==> config.mk <==
export PLATFORM = sky130hd
export DESIGN_NAME = int_to_radix_text_core
export DESIGN_NICKNAME = d
export VERILOG_FILES = /design/src/rtl/core/itrt_pkg.sv /design/src/rtl/core/int_to_radix_text_core.sv /design/src/rtl/core/itrt_front.sv /design/src/rtl/core/itrt_queue.sv /design/src/rtl/core/itrt_back.sv
export VERILOG_INCLUDE_DIRS = /design/src /design/src/rtl/core
export SDC_FILE = /design/constraint.sdc
export NUM_CORES = 1
export LEC_CHECK = 0
export BUFFER_PORTS_ARGS = -buffer_cell sky130_fd_sc_hd__clkbuf_2
export CORE_ASPECT_RATIO = 0.9
export CORE_MARGIN = 10
export CORE_UTILIZATION = 50
export DETAILED_ROUTE_END_ITERATION = 16
export PLACE_DENSITY = 0.77
export SLEW_MARGIN = 20
export SYNTH_ARGS = -nofsm -noshare
export SYNTH_HDL_FRONTEND = slang
export SYNTH_SLANG_ARGS = --single-unit
==> constraint.sdc <==
create_clock -name clk -period 24.3 [get_ports clk]
set_input_delay 3.645 -clock clk [delete_from_list [all_inputs] [get_ports clk]]
set_output_delay 3.645 -clock clk [all_outputs]
set_load 0.02 [all_outputs]
==> src/rtl/core/int_to_radix_text_core_macros.svh <==
// Assertion macros for the radix text converter.
`ifndef INT_TO_RADIX_TEXT_CORE_MACROS_SVH
`define INT_TO_RADIX_TEXT_CORE_MACROS_SVH

// same-cycle implication
`define ITRT_ASSERT_NOW(label, ck, rn, ante, cons, msg) \
    label: assert property (@(posedge ck) disable iff (!rn) (ante) |-> (cons)) \
        else $error(msg);

// next-cycle implication
`define ITRT_ASSERT_NEXT(label, ck, rn, ante, cons, msg) \
    label: assert property (@(posedge ck) disable iff (!rn) (ante) |=> (cons)) \
        else $error(msg);

`endif

==> src/rtl/core/itrt_pkg.sv <==
// Shared types, constants and helpers of the radix text converter.
`default_nettype none

package itrt_pkg;

    localparam int VALUE_WIDTH       = 32;
    localparam int RADIX_W           = 6;
    localparam int MINW_W            = 6;
    localparam int CHAR_W            = 7;
    localparam int MAX_CHARS_DEFAULT = 64;
    localparam int STORE_CAP         = 64;
    localparam int QUEUE_DEPTH       = 2;
    localparam int BITS_PER_CYCLE    = 8;

    localparam logic [RADIX_W-1:0] RADIX_MIN = 6'd2;
    localparam logic [RADIX_W-1:0] RADIX_MAX = 6'd36;

    localparam logic [CHAR_W-1:0] CHAR_ZERO  = 7'h30;
    localparam logic [CHAR_W-1:0] CHAR_MINUS = 7'h2d;
    localparam logic [CHAR_W-1:0] CHAR_LOWA  = 7'h61;
    localparam logic [CHAR_W-1:0] CHAR_NONE  = 7'h00;

    typedef struct packed {
        logic signed [VALUE_WIDTH-1:0] value;
        logic [RADIX_W-1:0]            radix;
        logic [MINW_W-1:0]             min_width;
    } item_in_t;

    typedef struct packed {
        logic [CHAR_W-1:0] char_code;
        logic              last;
        logic              bad_radix;
    } item_out_t;

    typedef struct packed {
        logic                   bad;
        logic                   neg;
        logic [VALUE_WIDTH-1:0] mag;
        logic [RADIX_W-1:0]     radix;
        logic [MINW_W-1:0]      min_width;
    } cmd_t;

    typedef struct packed {
        logic full;
        logic empty;
    } queue_status_t;

    function automatic logic [CHAR_W-1:0] digit_char(input logic [RADIX_W-1:0] d);
        if (d < 6'd10)
        begin
            return CHAR_ZERO + {1'b0, d};
        end
        return CHAR_LOWA + {1'b0, d} - 7'd10;
    endfunction

endpackage

`default_nettype wire

==> src/rtl/core/int_to_radix_text_core.sv <==
// Top level of the signed integer to radix text converter.
// Input: start with item (value, radix, min_width); an item is taken on a
//   rising edge with start high and busy low. busy rises when the two-entry
//   command queue is full.
// Output: one character per result, strobe high for exactly one cycle, most
//   significant character first, last set on the final one. A radix outside
//   2..36 gives a single result with bad_radix set and char_code zero.
// Per item: a fetch from the queue, then each digit passes through the
//   shared divider (8 quotient bits per cycle over 32 bits), then one
//   character per cycle out of the digit store through the read and
//   output registers.
// Padding digits do not pass through the divider. The queue lets the next items be
//   taken while the current one converts.
// Reset clears the queue and the engine; no results come out until a new
//   item arrives. The receiver cannot stall results.
`default_nettype none

module int_to_radix_text_core #(
    parameter int MAX_CHARS = itrt_pkg::MAX_CHARS_DEFAULT
) (
    input  wire logic               clk,
    input  wire logic               rst_n,
    input  wire logic               start,
    output logic                    busy,
    input  wire itrt_pkg::item_in_t item,
    output logic                    strobe,
    output itrt_pkg::item_out_t     result
);

    itrt_pkg::queue_status_t q_status;
    itrt_pkg::cmd_t          push_cmd;
    itrt_pkg::cmd_t          head_cmd;
    logic                    push;
    logic                    pop;

    itrt_front u_front (
        .start    (start),
        .busy     (busy),
        .item     (item),
        .q_status (q_status),
        .push     (push),
        .cmd      (push_cmd)
    );

    itrt_queue #(
        .DEPTH (itrt_pkg::QUEUE_DEPTH)
    ) u_queue (
        .clk       (clk),
        .rst_n     (rst_n),
        .push      (push),
        .push_data (push_cmd),
        .pop       (pop),
        .head      (head_cmd),
        .q_status  (q_status)
    );

    itrt_back #(
        .MAX_CHARS (MAX_CHARS)
    ) u_back (
        .clk      (clk),
        .rst_n    (rst_n),
        .q_status (q_status),
        .head     (head_cmd),
        .pop      (pop),
        .strobe   (strobe),
        .result   (result)
    );

endmodule

`default_nettype wire

==> src/rtl/core/itrt_front.sv <==
// Front end: takes items and classifies them into commands.
`default_nettype none

module itrt_front (
    input  wire logic                  start,
    output logic                       busy,
    input  wire itrt_pkg::item_in_t    item,
    input  wire itrt_pkg::queue_status_t q_status,
    output logic                       push,
    output itrt_pkg::cmd_t             cmd
);

    logic [itrt_pkg::VALUE_WIDTH-1:0] raw;

    assign raw  = item.value;
    assign busy = q_status.full;
    assign push = start && !q_status.full;

    always_comb
    begin
        cmd.bad       = !(item.radix inside {[itrt_pkg::RADIX_MIN:itrt_pkg::RADIX_MAX]});
        cmd.neg       = raw[itrt_pkg::VALUE_WIDTH-1];
        cmd.mag       = cmd.neg ? (~raw + 1'b1) : raw;
        cmd.radix     = item.radix;
        cmd.min_width = item.min_width;
    end

endmodule

`default_nettype wire

==> src/rtl/core/itrt_queue.sv <==
// Short command queue between the front end and the conversion engine.
`default_nettype none

module itrt_queue #(
    parameter int DEPTH = itrt_pkg::QUEUE_DEPTH
) (
    input  wire logic                    clk,
    input  wire logic                    rst_n,
    input  wire logic                    push,
    input  wire itrt_pkg::cmd_t          push_data,
    input  wire logic                    pop,
    output itrt_pkg::cmd_t               head,
    output itrt_pkg::queue_status_t      q_status
);

    localparam int PTR_W = (DEPTH > 1) ? $clog2(DEPTH) : 1;
    localparam int CNT_W = $clog2(DEPTH + 1);

    itrt_pkg::cmd_t   slots [DEPTH];
    logic [PTR_W-1:0] wr_ptr_reg, wr_ptr_next;
    logic [PTR_W-1:0] rd_ptr_reg, rd_ptr_next;
    logic [CNT_W-1:0] count_reg, count_next;
    logic             do_push, do_pop;

    assign q_status.full  = (count_reg == CNT_W'(DEPTH));
    assign q_status.empty = (count_reg == '0);
    assign do_push        = push && !q_status.full;
    assign do_pop         = pop && !q_status.empty;
    assign head           = slots[rd_ptr_reg];

    always_comb
    begin
        wr_ptr_next = wr_ptr_reg;
        rd_ptr_next = rd_ptr_reg;
        count_next  = count_reg;
        if (do_push)
        begin
            wr_ptr_next = (wr_ptr_reg == PTR_W'(DEPTH - 1)) ? '0 : wr_ptr_reg + 1'b1;
        end
        if (do_pop)
        begin
            rd_ptr_next = (rd_ptr_reg == PTR_W'(DEPTH - 1)) ? '0 : rd_ptr_reg + 1'b1;
        end
        if (do_push && !do_pop)
        begin
            count_next = count_reg + 1'b1;
        end
        else if (do_pop && !do_push)
        begin
            count_next = count_reg - 1'b1;
        end
    end

    always_ff @(posedge clk or negedge rst_n)
    begin
        if (!rst_n)
        begin
            wr_ptr_reg <= '0;
            rd_ptr_reg <= '0;
            count_reg  <= '0;
        end
        else
        begin
            wr_ptr_reg <= wr_ptr_next;
            rd_ptr_reg <= rd_ptr_next;
            count_reg  <= count_next;
        end
    end

    always_ff @(posedge clk)
    begin
        if (do_push)
        begin
            slots[wr_ptr_reg] <= push_data;
        end
    end

endmodule

`default_nettype wire

==> src/rtl/core/itrt_back.sv <==
// Conversion engine: digit division, digit store and character emission.
`default_nettype none

`include "int_to_radix_text_core_macros.svh"

module itrt_back #(
    parameter int MAX_CHARS = itrt_pkg::MAX_CHARS_DEFAULT
) (
    input  wire logic                    clk,
    input  wire logic                    rst_n,
    input  wire itrt_pkg::queue_status_t q_status,
    input  wire itrt_pkg::cmd_t          head,
    output logic                         pop,
    output logic                         strobe,
    output itrt_pkg::item_out_t          result
);

    localparam int DIGIT_LIMIT = (MAX_CHARS - 1 > itrt_pkg::STORE_CAP) ?
                                 itrt_pkg::STORE_CAP : MAX_CHARS - 1;
    localparam int ADDR_W  = $clog2(DIGIT_LIMIT);
    localparam int CNT_W   = $clog2(DIGIT_LIMIT + 1);
    localparam int BPC     = itrt_pkg::BITS_PER_CYCLE;
    localparam int DIV_W   = ((itrt_pkg::VALUE_WIDTH + BPC - 1) / BPC) * BPC;
    localparam int DIV_CYC = DIV_W / BPC;
    localparam int STEP_W  = (DIV_CYC > 1) ? $clog2(DIV_CYC) : 1;
    localparam int RW      = itrt_pkg::RADIX_W;

    typedef enum logic [1:0] {
        ST_IDLE,
        ST_DIV,
        ST_EMIT
    } state_t;

    state_t              state_reg, state_next;
    logic [DIV_W-1:0]    quo_reg, quo_next;
    logic [RW-1:0]       rem_reg, rem_next;
    logic [STEP_W-1:0]   step_reg, step_next;
    logic [RW-1:0]       radix_reg, radix_next;
    logic [itrt_pkg::MINW_W-1:0] minw_reg, minw_next;
    logic                neg_reg, neg_next;
    logic [CNT_W-1:0]    cnt_reg, cnt_next;
    logic [CNT_W-1:0]    idx_reg, idx_next;
    logic                s1_valid_reg, s1_valid_next;
    logic                s1_pad_reg, s1_pad_next;
    logic                s1_last_reg, s1_last_next;
    logic [RW-1:0]       rdata_reg;
    logic                strobe_reg, strobe_next;
    itrt_pkg::item_out_t result_reg, result_next;

    logic [RW-1:0]       mem [DIGIT_LIMIT];
    logic                mem_we;

    logic [RW:0]         trial;
    logic [RW-1:0]       rem_w;
    logic [DIV_W-1:0]    quo_w;
    logic [CNT_W-1:0]    ndig_w;
    logic [CNT_W-1:0]    padt_w;
    logic [CNT_W-1:0]    total_w;

    // eight restoring-division steps per cycle
    always_comb
    begin
        rem_w = rem_reg;
        quo_w = quo_reg;
        trial = '0;
        for (int i = 0; i < BPC; i++)
        begin
            trial = {rem_w, quo_w[DIV_W-1]};
            quo_w = {quo_w[DIV_W-2:0], 1'b0};
            if (trial >= {1'b0, radix_reg})
            begin
                rem_w    = RW'(trial - {1'b0, radix_reg});
                quo_w[0] = 1'b1;
            end
            else
            begin
                rem_w = trial[RW-1:0];
            end
        end
    end

    always_comb
    begin
        ndig_w  = (cnt_reg < CNT_W'(DIGIT_LIMIT)) ? cnt_reg + 1'b1 : cnt_reg;
        padt_w  = (CNT_W'(minw_reg) < CNT_W'(DIGIT_LIMIT)) ?
                  CNT_W'(minw_reg) : CNT_W'(DIGIT_LIMIT);
        total_w = (ndig_w > padt_w) ? ndig_w : padt_w;
    end

    always_comb
    begin
        state_next    = state_reg;
        quo_next      = quo_reg;
        rem_next      = rem_reg;
        step_next     = step_reg;
        radix_next    = radix_reg;
        minw_next     = minw_reg;
        neg_next      = neg_reg;
        cnt_next      = cnt_reg;
        idx_next      = idx_reg;
        s1_valid_next = 1'b0;
        s1_pad_next   = s1_pad_reg;
        s1_last_next  = s1_last_reg;
        strobe_next   = 1'b0;
        result_next   = result_reg;
        pop           = 1'b0;
        mem_we        = 1'b0;

        if (s1_valid_reg)
        begin
            strobe_next           = 1'b1;
            result_next.char_code = s1_pad_reg ? itrt_pkg::CHAR_ZERO
                                               : itrt_pkg::digit_char(rdata_reg);
            result_next.last      = s1_last_reg;
            result_next.bad_radix = 1'b0;
        end

        case (state_reg)
            ST_IDLE:
            begin
                if (!q_status.empty && !s1_valid_reg)
                begin
                    pop = 1'b1;
                    if (head.bad)
                    begin
                        strobe_next           = 1'b1;
                        result_next.char_code = itrt_pkg::CHAR_NONE;
                        result_next.last      = 1'b1;
                        result_next.bad_radix = 1'b1;
                    end
                    else
                    begin
                        quo_next   = DIV_W'(head.mag);
                        rem_next   = '0;
                        step_next  = '0;
                        radix_next = head.radix;
                        minw_next  = head.min_width;
                        neg_next   = head.neg;
                        cnt_next   = '0;
                        state_next = ST_DIV;
                    end
                end
            end
            ST_DIV:
            begin
                quo_next  = quo_w;
                rem_next  = rem_w;
                step_next = step_reg + 1'b1;
                if (step_reg == STEP_W'(DIV_CYC - 1))
                begin
                    mem_we    = (cnt_reg < CNT_W'(DIGIT_LIMIT));
                    cnt_next  = ndig_w;
                    rem_next  = '0;
                    step_next = '0;
                    if (quo_w == '0)
                    begin
                        idx_next   = total_w - 1'b1;
                        state_next = ST_EMIT;
                        if (neg_reg)
                        begin
                            strobe_next           = 1'b1;
                            result_next.char_code = itrt_pkg::CHAR_MINUS;
                            result_next.last      = 1'b0;
                            result_next.bad_radix = 1'b0;
                        end
                    end
                end
            end
            ST_EMIT:
            begin
                s1_valid_next = 1'b1;
                s1_pad_next   = (idx_reg >= cnt_reg);
                s1_last_next  = (idx_reg == '0);
                idx_next      = idx_reg - 1'b1;
                if (idx_reg == '0)
                begin
                    state_next = ST_IDLE;
                end
            end
            default:
            begin
                state_next = ST_IDLE;
            end
        endcase
    end

    always_ff @(posedge clk or negedge rst_n)
    begin
        if (!rst_n)
        begin
            state_reg    <= ST_IDLE;
            quo_reg      <= '0;
            rem_reg      <= '0;
            step_reg     <= '0;
            radix_reg    <= '0;
            minw_reg     <= '0;
            neg_reg      <= 1'b0;
            cnt_reg      <= '0;
            idx_reg      <= '0;
            s1_valid_reg <= 1'b0;
            s1_pad_reg   <= 1'b0;
            s1_last_reg  <= 1'b0;
            strobe_reg   <= 1'b0;
            result_reg   <= '0;
        end
        else
        begin
            state_reg    <= state_next;
            quo_reg      <= quo_next;
            rem_reg      <= rem_next;
            step_reg     <= step_next;
            radix_reg    <= radix_next;
            minw_reg     <= minw_next;
            neg_reg      <= neg_next;
            cnt_reg      <= cnt_next;
            idx_reg      <= idx_next;
            s1_valid_reg <= s1_valid_next;
            s1_pad_reg   <= s1_pad_next;
            s1_last_reg  <= s1_last_next;
            strobe_reg   <= strobe_next;
            result_reg   <= result_next;
        end
    end

    // digit store, least significant digit at address 0
    always_ff @(posedge clk)
    begin
        if (mem_we)
        begin
            mem[cnt_reg[ADDR_W-1:0]] <= rem_w;
        end
        rdata_reg <= mem[idx_reg[ADDR_W-1:0]];
    end

    assign strobe = strobe_reg;
    assign result = result_reg;

    `ITRT_ASSERT_NOW(a_bad_is_single, clk, rst_n, strobe_reg && result_reg.bad_radix, result_reg.last && (result_reg.char_code == itrt_pkg::CHAR_NONE), "bad radix result malformed")
    `ITRT_ASSERT_NEXT(a_last_reaches_port, clk, rst_n, s1_valid_reg && s1_last_reg, strobe_reg && result_reg.last && !result_reg.bad_radix, "final character lost")
    `ITRT_ASSERT_NOW(a_cnt_bound, clk, rst_n, 1'b1, cnt_reg <= CNT_W'(DIGIT_LIMIT), "digit count past store limit")
    `ITRT_ASSERT_NOW(a_idx_bound, clk, rst_n, state_reg == ST_EMIT, idx_reg < CNT_W'(DIGIT_LIMIT), "emit index past store limit")

endmodule

`default_nettype wire

* Yosys cells after proc, flatten, opt, wreduce, memory -nomap -nowiden *
Memory sizes are Yosys's and may differ from the RTL's. A register that Yosys moved wholly into a read port is not among the register bits.
Cells that the tools add are included.

word-level totals
  register bits = 84
  bits in writable memories = 470
  input port bits = 47
  output and inout bits = 11
  logic and storage cells = 166
  memories kept = 2

memories
  name           depth  bits a word  rd ports  clocked after Yosys merged registers in  wr ports  RTL line          text
  u_back.mem     63     6            1         1                                        1         itrt_back.sv:50   logic [RW-1:0] mem [DIGIT_LIMIT];
  u_queue.slots  2      46           1         0                                        1         itrt_queue.sv:19  itrt_pkg::cmd_t slots [DEPTH];

cells by class
  add/subtract/negate cells = 20
  order comparisons = 15
  equality and inequality tests = 9
  muxes and demuxes = 74
  bitwise gates (word level) = 2
  reductions and logical operators = 25

operators with widths
  operator                                                count
  2-to-1 mux 6 bit                                        17
  2-to-1 mux 32 bit                                       3
  case mux 32 bit (2 select lines)                        1
  greater-or-equal comparator 7 x 6 -> 1 bit              8
  2-to-1 mux 9 bit                                        6
  subtractor 6 bit                                        8
  case mux 6 bit (2 select lines)                         3
  adder 32 x 1 -> 32 bit (second input constant)          1
  zero test 32 bit                                        1
  inverter 32 bit                                         1
  2-to-1 mux 1 bit                                        27
  2-to-1 mux 7 bit                                        3
  2-to-1 mux 2 bit                                        10
  case mux 9 bit (2 select lines)                         1
  < comparator 6 bit (second input constant)              2
  subtractor 6 x 1 -> 6 bit (second input constant)       2
  AND reduction 3 bit                                     3
  inequality test 2 x 1 -> 1 bit (second input constant)  4
  adder 6 x 6 -> 7 bit (first input constant)             1
  adder 7 x 6 -> 7 bit (first input constant)             1
  logical AND 1 bit                                       7
  subtractor 7 x 4 -> 7 bit (second input constant)       1
  adder 6 x 1 -> 6 bit (second input constant)            1
  equality test 2 bit (second input constant)             3
  other kinds (20)                                        30

* Logic depth before layout (Yosys ltp) *
  depth after elaboration = 20
  mapped depth = 79
  depth with buffers taken out = 73

* Modules after synthesis *
A second synthesis with hierarchy kept.

unflattened totals
  cell total of the unflattened synthesis = 1768
  area total of the unflattened synthesis = 26446.6 um2

by module, submodules not included
  module      times used  cells an instance  area an instance (um2)  sequential area each (um2)
  itrt_back   1           1489               21913.5                 13472.9
  itrt_queue  1           162                3639.7                  2862.7
  itrt_front  1           117                893.4                   0.0

* Least setup slack after synthesis *
No wires, ideal clock.

  path kind = reg2reg
  start = reg u_back.radix_reg[1]
  end = mem u_back.mem[0][4] (netlist name) (data pin)
  setup time = 694 ps
  arrival time = 17296 ps
  data required time = 23606 ps
  slack = 6310 ps
  stages on the path, launching flop included = 74
  buffers on the path = 4
  period minus slack after synthesis = 17990 ps
  path through = dfrtp_1 > inv_1 > ha_1 > a21o_1 > a211oi_2 > mux2_2 > inv_1 > ha_1 > nor2b_1 > o211ai_1 > a41oi_1 > nor4_4 > clkbuf_1 > o21ai_0 > ha_1 > a21oi_1 > nand2_1 > a221o_1 > [... 38 more ...] > a21o_1 > a21o_1 > a211oi_1 > clkbuf_1 > nand2_1 > nor2_1 > o32ai_2 > ha_1 > nor2b_1 > o21ai_0 > nand2b_1 > a21o_1 > a21o_1 > a31o_2 > a21oi_1 > nand2_2 > nor2_4 > o21ai_0

between the ends
  cells in the longest elaborated chain, start to end = 16
  elaborated cells on any way between the ends = 24
  classes of those cells = add/sub: 8; order compare: 8; mux: 8

RTL lines
  element                                                                                RTL line                          text
  from (decl)                                                                            itrt_back.sv:38                   logic [RW-1:0] radix_reg, radix_next;
  from (signal assigned)                                                                 itrt_back.sv:212                  radix_reg <= radix_next;
  subtractor 6 bit / greater-or-equal comparator 7 x 6 -> 1 bit (equally long branches)  itrt_back.sv:72, itrt_back.sv:70
  2-to-1 mux 6 bit                                                                       itrt_back.sv:70                   if (trial >= {1'b0, radix_reg})
  subtractor 6 bit / greater-or-equal comparator 7 x 6 -> 1 bit (equally long branches)  itrt_back.sv:72, itrt_back.sv:70
  2-to-1 mux 6 bit                                                                       itrt_back.sv:70
  subtractor 6 bit / greater-or-equal comparator 7 x 6 -> 1 bit (equally long branches)  itrt_back.sv:72, itrt_back.sv:70
  2-to-1 mux 6 bit                                                                       itrt_back.sv:70
  subtractor 6 bit / greater-or-equal comparator 7 x 6 -> 1 bit (equally long branches)  itrt_back.sv:72, itrt_back.sv:70
  2-to-1 mux 6 bit                                                                       itrt_back.sv:70
  subtractor 6 bit / greater-or-equal comparator 7 x 6 -> 1 bit (equally long branches)  itrt_back.sv:72, itrt_back.sv:70
  2-to-1 mux 6 bit                                                                       itrt_back.sv:70
  greater-or-equal comparator 7 x 6 -> 1 bit / subtractor 6 bit (equally long branches)  itrt_back.sv:70, itrt_back.sv:72
  2-to-1 mux 6 bit                                                                       itrt_back.sv:70
  subtractor 6 bit / greater-or-equal comparator 7 x 6 -> 1 bit (equally long branches)  itrt_back.sv:72, itrt_back.sv:70
  2-to-1 mux 6 bit                                                                       itrt_back.sv:70
  subtractor 6 bit / greater-or-equal comparator 7 x 6 -> 1 bit (equally long branches)  itrt_back.sv:72, itrt_back.sv:70
  2-to-1 mux 6 bit *                                                                     itrt_back.sv:70
  via u_back.rem_w[4]                                                                    itrt_back.sv:54                   logic [RW-1:0] rem_w;
  to (decl)                                                                              itrt_back.sv:50

Mark *: on every way through the listed nets, which the timed path passes. The rest lies on a longest branch.

* Worst setup path in the final report *
  start = reg u_back.radix_reg[1]
  end = mem u_back.mem[20][5] (netlist name) (data pin)

Same word-level chain as after synthesis.

==> flow_metrics.env <==
export IMPL_status="finished clean"
export IMPL_start_util_pct=50.76
export IMPL_clockBufferDepth=3
export IMPL_overflow=0
export IMPL_largest_reg_flops=378
export IMPL_max_freq_mhz=50.13
export IMPL_num_rows=79
export IMPL_netlist_instances=1931
export IMPL_numCtsBuffers=53
export IMPL_gp_congestion=0.9421
export IMPL_period_share_pct=82.10
export IMPL_fp_dieW_um=261.9
export IMPL_num_fill_cells=4072
export IMPL_post_route_min_period_ns=19.95
export IMPL_ant_nets=0
export IMPL_htreeDepth=2
export IMPL_grt_util_all_layers_pct=19.73
export IMPL_yosysTopAreaCellShare_pct=53.58
export IMPL_finalClockSkew_ns=0.02579
export IMPL_finalMaxSlewViolations=0
export IMPL_dieArea_mm2=0.06228
export IMPL_drtPass1Iterations=5
export IMPL_cp_max_fo=63
export IMPL_rr_startpoint="u_back.radix_reg[1]$_DFFE_PN0P_"
export IMPL_wl_per_cell_um=22.65
export IMPL_min_path_type="flop to flop"
export IMPL_slowest_delay_ns=0.97
export IMPL_portBuffers=57
export IMPL_nNetsFinal=2101
export IMPL_postCtsHoldBufs=0
export IMPL_grt_antenna_before_repair=0
export IMPL_drtIter0Drc=1680
export IMPL_core_mm2=0.05189
export IMPL_cts_resized=0
export IMPL_end_kind="flop"
export IMPL_yosys_warnings=0
export IMPL_yosysMostFrequentCell="edfxtp_1"
export IMPL_insertion_delay_ns=0.61
export IMPL_vias_per_cell=6.116
export IMPL_required_ns=24.55
export IMPL_antenna_cells=0
export IMPL_min_from="u_back.quo_reg[27]$_DFFE_PN0P_"
export IMPL_synth_seq_area_share_pct=62.01
export IMPL_rsz0062_at_grt="no"
export IMPL_cts_root_buf="clkbuf_16"
export IMPL_maxCapViolCount=0
export IMPL_syn_area_mm2=0.02634
export IMPL_drc=0
export IMPL_wirelength_um=61320
export IMPL_synth_fp_nets=2058
export IMPL_slew_headroom_pct=24.93
export IMPL_postCtsSetupRepairBufs=0
export IMPL_synthTopCellsByCount="edfxtp_1, nor2_1, nand2_1, mux2i_1, o21ai_0"
export IMPL_crit_start="u_back.radix_reg[1]$_DFFE_PN0P_"
export IMPL_drive_above_1_share_pct=13.52
export IMPL_path_clk_slew_ns=0.06
export IMPL_dieHeight_um=237.8
export IMPL_vias=16560
export IMPL_startpoint_type="flop"
export IMPL_ys_types=82
export IMPL_async_flop_share_pct=15.00
export IMPL_synth_top_cells_by_area="edfxtp_1, dfrtp_1, mux4_2"
export IMPL_grt_pass1_vias=16580
export IMPL_dp_hpwl_um=40650
export IMPL_synth_edf_count=470
export IMPL_synth_top_area_cell="edfxtp_1"
export IMPL_synthToLayoutAreaGrowth_pct=10.33
export IMPL_cp_slowest_cell="mux2_2"
export IMPL_tightest_slew_ns=1.126
export IMPL_yosys_register_bits=560
export IMPL_ios=58
export IMPL_path_class="flop to flop"
export IMPL_avgSynthCellArea_um2=13.64
export IMPL_cts_sinks=560
export IMPL_cts_tree="done"
export IMPL_final_hold_viol_count=0
export IMPL_synth_flop_cell="edfxtp_1"
export IMPL_grt_pass1_wl_um=95940
export IMPL_setup_viol=0
export IMPL_grt_max_degree=121
export IMPL_tns_ns=0
export IMPL_crit_arrival_ns=20.20
through the flow:
step | worst slack [ns] | cells | hold WS (ns) | instance area, um^2 | utilization [%]
CTS | 4.601 | 2707 | 0.5004 | 29050 | 55.99
global route | 2.587 | 2707 | 0.5311 | 29060 | 56.00
global placement | 5.438 | 2607 | 0.4651 | 27370 | 52.73
floorplan | 6.310 | 1931 | 0.4498 | 26340 | -
finish | 4.351 | 2707 | 0.4905 | 29060 | 56.00
detailed placement | 4.670 | 2607 | 0.4861 | 27370 | 52.73
layer usage:
metal	vias up	GRT usage [%]	wire length (um)
met2	680	30.02	28190
li1	7455	-	-
met4	0	5.935	1424
met1	8322	28.63	26840
met5	-	0	0
met3	100	3.368	4868
cells by family (layout without fill, tap and decap cells):
family | count (synthesis) | in the layout | synth area share (%)
xor gates and xnor gates | 71 | 71 | 2.361
muxes | 216 | 216 | 11.76
and+or+nand+nor | 487 | 487 | 8.659
adders and majority gates | 80 | 80 | 4.028
DFF | 560 | 560 | 62.01
AOI/OAI and AO/OA | 366 | 366 | 8.944
buffers and inverters | 151 | 239 | 2.237
layout by cell type (no fill, tap or decap), types with 11 or more instances in the layout:
master     netlist  routed
mux4_2          73      73
nand2_1        133     133
mux2i_1        126     125
nor2b_1         18      18
nand3_1         42      42
clkbuf_16        0      54
clkbuf_1        64      16
inv_1           64      64
edfxtp_1       470     470
buf_4            1      17
a21oi_1         90      89
o22ai_1         25      25
a21o_1          18      18
clkbuf_2         0      56
a211oi_1        18      18
o31ai_1         11      11
dfrtp_1         84      80
nor2_1         174     172
nor3_1          27      27
nand2b_1        23      23
mux2_2          15      16
ha_1            72      71
o21ai_0        106     103
o211ai_1        16      16
xor2_1          17      17
xnor2_1         54      54
path summary, 6_finish.rpt:
kind | slack (ns) | cells past startpoint | endpoint
min reg2reg | 0.49 | 2 | u_back.quo_reg[27]$_DFFE_PN0P_
min | 0.49 | 2 | u_back.quo_reg[27]$_DFFE_PN0P_
max reg2reg | 4.35 | 69 | u_back.mem[20][5]$_DFFE_PP_
max in group asynchronous | 20.13 | 2 | u_back.idx_reg[0]$_DFFE_PN0P_
min in group asynchronous | 2.88 | 1 | u_back.result[5]$_DFF_PN0_
max | 4.35 | 69 | u_back.mem[20][5]$_DFFE_PP_
worst max-delay path: cells and delay by family (launching register included):
| kind | cells | cell delay (ns) |
|---|---|---|
| flops | 1 | 0.78 |
| compound gates | 37 | 9.34 |
| buf+inv | 4 | 0.86 |
| fa+ha+maj | 8 | 2.62 |
| mux | 6 | 3.00 |
| simple gates | 14 | 2.90 |
area by class of cell:
type | count | area [um^2] | area share (%)
Timing Repair Buffer | 74 | 427.9 | 1.472
Clock inverter | 28 | 249.0 | 0.8567
Tap cell | 688 | 860.8 | 2.962
Inverter | 65 | 244.0 | 0.8395
Sequential cell | 560 | 16340 | 56.23
Multi-Input combinational cell | 1220 | 9499 | 32.68
Clock buffer | 72 | 1439 | 4.951
Power is left out: the tool's default activity adds up to more than one toggle a clock period on the data nets, which glitch-free logic cannot reach.
